==> config.mk <==
export PLATFORM = sky130hd
export DESIGN_NAME = symbol_key_hash_and_bucket_top
export DESIGN_NICKNAME = d
export VERILOG_FILES = /design/src/hdl/skbh_pkg.sv /design/src/hdl/skbh_acc.sv /design/src/hdl/skbh_mod.sv /design/src/hdl/symbol_key_hash_and_bucket_top.sv
export SDC_FILE = /design/constraint.sdc
export NUM_CORES = 1
export LEC_CHECK = 0
export ABC_CLOCK_PERIOD_IN_PS = 7100
export CAP_MARGIN = 10
export CORE_UTILIZATION = 43
export CTS_BUF_LIST = sky130_fd_sc_hd__clkbuf_2 sky130_fd_sc_hd__clkbuf_4 sky130_fd_sc_hd__clkbuf_8
export CTS_CLUSTER_SIZE = 10
export DETAILED_ROUTE_END_ITERATION = 6
export DONT_BUFFER_PORTS = 1
export GPL_ROUTABILITY_DRIVEN = 0
export PLACE_DENSITY = 0.57
export SLEW_MARGIN = 25
export SYNTH_ARGS = -nofsm -noshare
export SYNTH_HDL_FRONTEND = slang
export SYNTH_SLANG_ARGS = --single-unit
==> constraint.sdc <==
create_clock -name clk -period 7.1 [get_ports clk]
set_clock_uncertainty 0.05 [all_clocks]
set_input_delay 1.42 -clock clk [delete_from_list [all_inputs] [get_ports clk]]
set_output_delay 1.42 -clock clk [all_outputs]
set_load 0.03 [all_outputs]
==> src/hdl/skbh_pkg.sv <==
// Shared constants, types and character and position mapping functions for the symbol key hash block.
`timescale 1ns / 1ps
package skbh_pkg;

	localparam int CHAR_W   = 8;
	localparam int KEY_W    = 32;
	localparam int BUCKET_W = 16;
	localparam int DIGIT_W  = 6;
	localparam int WEIGHT_W = 17;
	localparam int PROD_W   = DIGIT_W + WEIGHT_W;
	localparam int GROUP_W  = 2;
	localparam int STEP_W   = $clog2(KEY_W);

	localparam logic [BUCKET_W-1:0] BUCKET_RESET = BUCKET_W'(1024);

	typedef struct packed {
		logic             vld;
		logic [KEY_W-1:0] key;
	} key_req_t;

	typedef struct packed {
		logic                vld;
		logic [KEY_W-1:0]    key;
		logic [BUCKET_W-1:0] index;
	} result_t;

	function automatic logic [DIGIT_W-1:0] digit_of(input logic [CHAR_W-1:0] c);
		logic [CHAR_W-1:0] d;
		d = CHAR_W'(43);
		case (c) inside
			[8'h30:8'h39]: d = c - 8'h2f;
			[8'h61:8'h7a]: d = c - 8'h56;
			[8'h41:8'h5a]: d = c - 8'h36;
			8'h5f:         d = CHAR_W'(37);
			8'h23:         d = CHAR_W'(38);
			8'h40:         d = CHAR_W'(39);
			8'h24:         d = CHAR_W'(40);
			8'h2f:         d = CHAR_W'(41);
			8'h3c, 8'h3e:  d = CHAR_W'(42);
			default:       d = CHAR_W'(43);
		endcase
		return d[DIGIT_W-1:0];
	endfunction

	function automatic logic [WEIGHT_W-1:0] weight_of(input logic [GROUP_W-1:0] pos);
		logic [WEIGHT_W-1:0] w;
		case (pos)
			2'd0:    w = WEIGHT_W'(1);
			2'd1:    w = WEIGHT_W'(44);
			2'd2:    w = WEIGHT_W'(1936);
			2'd3:    w = WEIGHT_W'(85184);
			default: w = WEIGHT_W'(1);
		endcase
		return w;
	endfunction

endpackage

==> src/hdl/skbh_acc.sv <==
// Character accumulator that builds the symbol key and holds a finished key for the divider.
`timescale 1ns / 1ps
module skbh_acc (
	input  logic                         clk,
	input  logic                         arst_n,
	input  logic                         in_valid,
	output logic                         in_ready,
	input  logic [skbh_pkg::CHAR_W-1:0]  char_code,
	input  logic                         last_char,
	output skbh_pkg::key_req_t           key_req,
	input  logic                         key_take
);
	import skbh_pkg::*;

	logic [KEY_W-1:0]   acc_q;
	logic [GROUP_W-1:0] pos_q;
	logic               pend_vld_q;
	logic [KEY_W-1:0]   pend_key_q;
	logic [PROD_W-1:0]  prod;
	logic [KEY_W-1:0]   key_next;
	logic               accept;

	assign prod     = PROD_W'(digit_of(char_code)) * PROD_W'(weight_of(pos_q));
	assign key_next = acc_q + KEY_W'(prod);
	assign in_ready = !pend_vld_q;
	assign accept   = in_valid && in_ready;

	always_ff @(posedge clk or negedge arst_n) begin
		if (!arst_n) begin
			acc_q      <= '0;
			pos_q      <= '0;
			pend_vld_q <= 1'b0;
		end else begin
			if (accept) begin
				if (last_char) begin
					acc_q      <= '0;
					pos_q      <= '0;
					pend_vld_q <= 1'b1;
				end else begin
					acc_q <= key_next;
					pos_q <= pos_q + GROUP_W'(1);
				end
			end else if (key_take) begin
				pend_vld_q <= 1'b0;
			end
		end
	end

	always_ff @(posedge clk) begin
		if (accept && last_char) begin
			pend_key_q <= key_next;
		end
	end

	assign key_req.vld = pend_vld_q;
	assign key_req.key = pend_key_q;

endmodule

==> src/hdl/skbh_mod.sv <==
// Bit-serial restoring divider that reduces a key modulo the bucket count and holds the result.
`timescale 1ns / 1ps
module skbh_mod (
	input  logic                          clk,
	input  logic                          arst_n,
	input  skbh_pkg::key_req_t            key_req,
	output logic                          key_take,
	input  logic [skbh_pkg::BUCKET_W-1:0] bucket_count,
	output skbh_pkg::result_t             result,
	input  logic                          out_ready
);
	import skbh_pkg::*;

	typedef enum logic [2:0] {
		ST_IDLE = 3'b001,
		ST_RUN  = 3'b010,
		ST_DONE = 3'b100
	} mod_state_t;

	mod_state_t          state_q;
	logic [STEP_W-1:0]   step_q;
	logic [KEY_W-1:0]    shift_q;
	logic [KEY_W-1:0]    key_q;
	logic [BUCKET_W-1:0] div_q;
	logic [BUCKET_W-1:0] rem_q;
	logic [BUCKET_W:0]   trial;
	logic [BUCKET_W:0]   diff;

	assign key_take = key_req.vld && (state_q == ST_IDLE);
	assign trial    = {rem_q, shift_q[KEY_W-1]};
	assign diff     = trial - {1'b0, div_q};

	always_ff @(posedge clk or negedge arst_n) begin
		if (!arst_n) begin
			state_q <= ST_IDLE;
			step_q  <= '0;
		end else begin
			case (state_q)
				ST_IDLE: begin
					if (key_take) begin
						state_q <= ST_RUN;
						step_q  <= '0;
					end
				end
				ST_RUN: begin
					step_q <= step_q + STEP_W'(1);
					if (step_q == STEP_W'(KEY_W - 1)) begin
						state_q <= ST_DONE;
					end
				end
				ST_DONE: begin
					if (out_ready) begin
						state_q <= ST_IDLE;
					end
				end
				default: state_q <= ST_IDLE;
			endcase
		end
	end

	always_ff @(posedge clk) begin
		if (key_take) begin
			shift_q <= key_req.key;
			key_q   <= key_req.key;
			div_q   <= bucket_count;
			rem_q   <= '0;
		end else if (state_q == ST_RUN) begin
			shift_q <= {shift_q[KEY_W-2:0], 1'b0};
			if (!diff[BUCKET_W]) begin
				rem_q <= diff[BUCKET_W-1:0];
			end else begin
				rem_q <= trial[BUCKET_W-1:0];
			end
		end
	end

	assign result.vld   = (state_q == ST_DONE);
	assign result.key   = key_q;
	assign result.index = (div_q == '0) ? '0 : rem_q;

endmodule

==> src/hdl/symbol_key_hash_and_bucket_top.sv <==
// Top level of the symbol key hash and bucket index block.
//
// The input channel takes one character per request on char_code, with last_char
// set on the final character of a symbol. Characters are accepted one per cycle while the holding register is empty.
// After the last character the finished key waits in a holding register, and the
// input stays stalled for as long as that register is full.
// A bit-serial divider takes the key and reduces it modulo bucket_count, one
// quotient bit per cycle. The output request carries key_value and bucket_index.
// The divider takes a new key only once the receiver has taken the previous
// result; until then the next key waits in the holding register.
// While the receiver stalls, the result is held unchanged, the divider waits,
// and the next symbol is still accumulated until its key fills the holding register.
// bucket_count is written through cfg_we and cfg_wdata; the user must do so only while
// the block is idle, which the block does not enforce; a count of zero gives
// bucket_index zero. Reset clears the partial key and group position, empties the
// holding register and divider, and sets bucket_count to 1024.
`timescale 1ns / 1ps
module symbol_key_hash_and_bucket_top (
	input  logic                          clk,
	input  logic                          arst_n,
	input  logic                          cfg_we,
	input  logic [skbh_pkg::BUCKET_W-1:0] cfg_wdata,
	input  logic                          in_valid,
	output logic                          in_ready,
	input  logic [skbh_pkg::CHAR_W-1:0]   char_code,
	input  logic                          last_char,
	output logic                          out_valid,
	input  logic                          out_ready,
	output logic [skbh_pkg::KEY_W-1:0]    key_value,
	output logic [skbh_pkg::BUCKET_W-1:0] bucket_index
);
	import skbh_pkg::*;

	logic [BUCKET_W-1:0] bucket_count_q;
	key_req_t            key_req;
	logic                key_take;
	result_t             result;

	always_ff @(posedge clk or negedge arst_n) begin
		if (!arst_n) begin
			bucket_count_q <= BUCKET_RESET;
		end else if (cfg_we) begin
			bucket_count_q <= cfg_wdata;
		end
	end

	skbh_acc u_acc (
		.clk       (clk),
		.arst_n    (arst_n),
		.in_valid  (in_valid),
		.in_ready  (in_ready),
		.char_code (char_code),
		.last_char (last_char),
		.key_req   (key_req),
		.key_take  (key_take)
	);

	skbh_mod u_mod (
		.clk          (clk),
		.arst_n       (arst_n),
		.key_req      (key_req),
		.key_take     (key_take),
		.bucket_count (bucket_count_q),
		.result       (result),
		.out_ready    (out_ready)
	);

	assign out_valid    = result.vld;
	assign key_value    = result.key;
	assign bucket_index = result.index;

endmodule

==> flow_summary.ini <==
[synthesis]
synth_mux_area_share_pct = 5.91
synth_top_area_share_pct = 28.2
synth.area.top_cells = edfxtp_1, dfrtp_1, fa_1
synth_compound_area_share_pct = 12.2
postSynthAreaPerCell_um2 = 11.0
synth_xor_area_share_pct = 3.16
syn_nets = 1252
synth_fa_ha_area_share_pct = 17.9
synth_edf_count = 112
ys_types = 71
yosys.area_share.simple_pct = 12.2
synthFlopType = edfxtp_1
synth_cells = 1084
synthArstFlopShare_pct = 31.6
synth_most_common_cell = inv_1
synth_seq_cells = 187
yosysSeqAreaShare_pct = 43.3
syn_area_um2 = 11900
synth_top_area_cell = edfxtp_1
netlist_top_cells_count = inv_1, edfxtp_1, ha_1
synth_warnings = 0
synth_top_family_by_area = adder cells

[timing]
min_period_ns = 6.88
fin_setup_tns_ns = 0
rsz0062_at_grt = no
timing.final.crit_share_pct = 96.9
max_freq_ghz = 0.145
worstMarginPinSlew_ns = 1.03
hold_viol = 0
maxSlewViolCount = 0
slew_headroom_pct = 30.9
setup_ws_ns = 0.223
finalSetupViolations = 0

[setup_path]
rr_worst_depth = 19
path_depth = 24
critPathMaxFanout = 9
path_cells = inv_1, ha_1, inv_1, nor3_1, or4_4, nand2_8, nor2_1, a211oi_4, o21ai_2, fa_1, inv_1, fa_1, fa_1, inv_1, fa_1, inv_1, ha_1, a21o_1, o21bai_4, a221o_1, a221o_1, a41oi_4, nor2_2, xor2_1
cp_num_buf_inv = 5
crit_path_end = u_acc.pend_key_q[30]
setup.worst_path.end_class = flip-flop
cpLargestDelayFamily = adder cells
cp.arrival_ns = 7.05
cp_slowest_stage_delay_ns = 0.56
crit_top_cell = inv_1
r2r-start = u_acc.pos_q[0]
critPathKind = in2reg
r2r_slack_ns = 1.42
reg2reg_to = u_acc.pend_key_q[30]
critPathLaunchType = input port
cp_data_required_time_ns = 7.28
crit_path_start = char_code[1]
cp_slowest_cell = or4_4

[layout]
drive_gt1_share_pct = 18.2
antenna_cells = 0
ff_latch_area_um2 = 5160
areaGrowthSynthToFinish_pct = 13.7
fill_cells = 2467
multi_input_area_um2 = 6320
final_nets = 1324

[status]
status = complete, no violations

[cts]
clock-sinks = 187
clk_pin_slew_ns = 0.12
cts_tree = done
cts_hold_buf = 0
h-tree-depth = 4
clock_path_buffers = 2
clock_latency_ns = 0.47
numCtsBuffers = 17
cts.root.buffer_cell = clkbuf_8

[grt]
grt_overflow_total = 0
grt_start_max_net_pins = 81
grt_pass1_vias = 7951
antenna_found_initial = 0
grtUsageTotal_pct = 19.2
grt_first_pass_wirelength_mm = 42.5

[pwr]
power_density_nw_per_um2 = 434
ir_worst_vdd_v = 0.000243
leakagePower_nw = 5.93

[placement]
io_buffers = 0
dp_hpwl_mm = 19.9
place_ws_ns = -0.297

[route]
drtPass1Iterations = 5
drc_errors = 0
avgViaCountPerCell = 5.23
dr_total_vias = 8061
drt-total-wl_mm = 26.5
ant_nets = 0
dr.first_iter.drc_count = 386
wl_per_cell_um = 17.2

[die]
die_height_um = 169
io_pins = 80
row_count = 60
fp.coreArea_um2 = 27100
fp.dieW_um = 169
initial_utilization_pct = 44.0
dieArea_um2 = 28400

[run]
drv_cap = 0

[worst_hold_path]
holdCritPathClass = reg2reg
hold_depth = 0
worst reg2reg max path, delay by kind of cell, from the launching register on:
family / cells / cell delay [ns]
compound gates: 5 / 1.35
simple gates: 3 / 0.44
fa+ha+maj: 6 / 2.54
flops: 1 / 0.53
buf+inv: 4 / 0.40
xor+xnor: 1 / 0.15
what timing repair did:
action | in CTS | in global routing
gates resized for setup | 0 | 10
setup buffers | 0 | 3
setup endpoints to repair | 0 | 10
report_power, final:
| group | switching, W | total [W] | internal [W] | leakage, nW |
|---|---|---|---|---|
| logic | 0.00180 | 0.00324 | 0.00144 | 3.78 |
| registers | 0.000250 | 0.00188 | 0.00163 | 1.94 |
| clock network | 0.000484 | 0.000767 | 0.000283 | 0.215 |
| total | 0.00254 | 0.00589 | 0.00335 | 5.93 |
final cells by class:
cell class                 count  area share (%)
multi-input combinational    732            46.6
sequential                   187            38.1
timing repair buffer          89            5.10
inverter                     129            3.57
tap                          372            3.43
clock buffer                  17            1.73
clock inverter                15            1.50
through the flow:
stage               power [W]  cells  utilization (%)  hold WS [ns]  area (um2)
CTS                   0.00592   1537             49.6         0.392       13500
finish                0.00589   1541             50.0         0.397       13600
detailed placement    0.00513   1505             48.0         0.380       13000
global placement      0.00509   1505             48.0         0.373       13000
global route          0.00642   1541             50.0         0.409       13600
floorplan             0.00415   1084                -         0.368       12100
per-layer routing:
metal | vias up | routed length (um) | global-route usage (%)
met4 | 0 | 432 | 4.70
met5 | - | 0 | 0
met1 | 3942 | 12200 | 25.5
li1 | 3942 | - | -
met3 | 22 | 997 | 3.34
met2 | 155 | 12900 | 32.7
how the worst min path moves through the flow:
stage	from	endpoint	slack, ns
final	u_acc.pend_key_q[3]	u_mod.key_q[3]	0.40
after global routing	u_acc.pend_key_q[5]	u_mod.key_q[5]	0.41
after CTS	u_acc.pend_key_q[3]	u_mod.key_q[3]	0.39
after detailed placement	u_acc.pend_key_q[16]	u_mod.key_q[16]	0.38
after global placement	bucket_count_q[7]	u_mod.div_q[7]	0.37
after floorplan	u_acc.pend_key_q[0]	u_mod.key_q[0]	0.37
cell families after synthesis:
group	after synthesis
XOR/XNOR	43
multiplexers	64
AND/OR/NAND/NOR	280
AO/OA/AOI/OAI	207
adder cells (fa/ha/maj)	138
buffers and inverters	165
flip-flops	187
registers in the layout (all words and copies together), names as in the netlist:
register / cells
u_acc.pend_key_q: 32
u_mod.rem_q: 16
u_acc.pend_vld_q: 1
u_acc.acc_q: 32
u_mod.shift_q: 32
bucket_count_q: 16
u_mod.step_q: 5
u_mod.key_q: 32
u_acc.pos_q: 2
u_mod.div_q: 16
u_mod.state_q: 3
placed cells by master (no fill, tap or decap), drive strengths merged, types with 7 or more instances in the layout:
| cell | Yosys | final |
|---|---|---|
| nor2b | 23 | 23 |
| nand2 | 77 | 77 |
| clkbuf | 30 | 17 |
| a21o | 19 | 19 |
| dfrtp | 57 | 57 |
| clkinv | 0 | 7 |
| nand4 | 9 | 9 |
| a22o | 13 | 13 |
| nor4 | 8 | 8 |
| mux2i | 16 | 16 |
| and2 | 32 | 32 |
| nor3 | 12 | 12 |
| buf | 6 | 89 |
| edfxtp | 112 | 112 |
| o21a | 8 | 8 |
| inv | 129 | 137 |
| nand3 | 23 | 23 |
| mux2 | 48 | 48 |
| fa | 55 | 55 |
| a21oi | 39 | 39 |
| dfxtp | 16 | 16 |
| and3 | 13 | 13 |
| ha | 83 | 83 |
| nand2b | 15 | 15 |
| a211oi | 7 | 7 |
| a31oi | 11 | 11 |
| xnor2 | 28 | 28 |
| o21ai | 56 | 56 |
| a221o | 7 | 7 |
| nor2 | 42 | 42 |
| xor2 | 15 | 15 |
(Power assumes the default switching activity.)
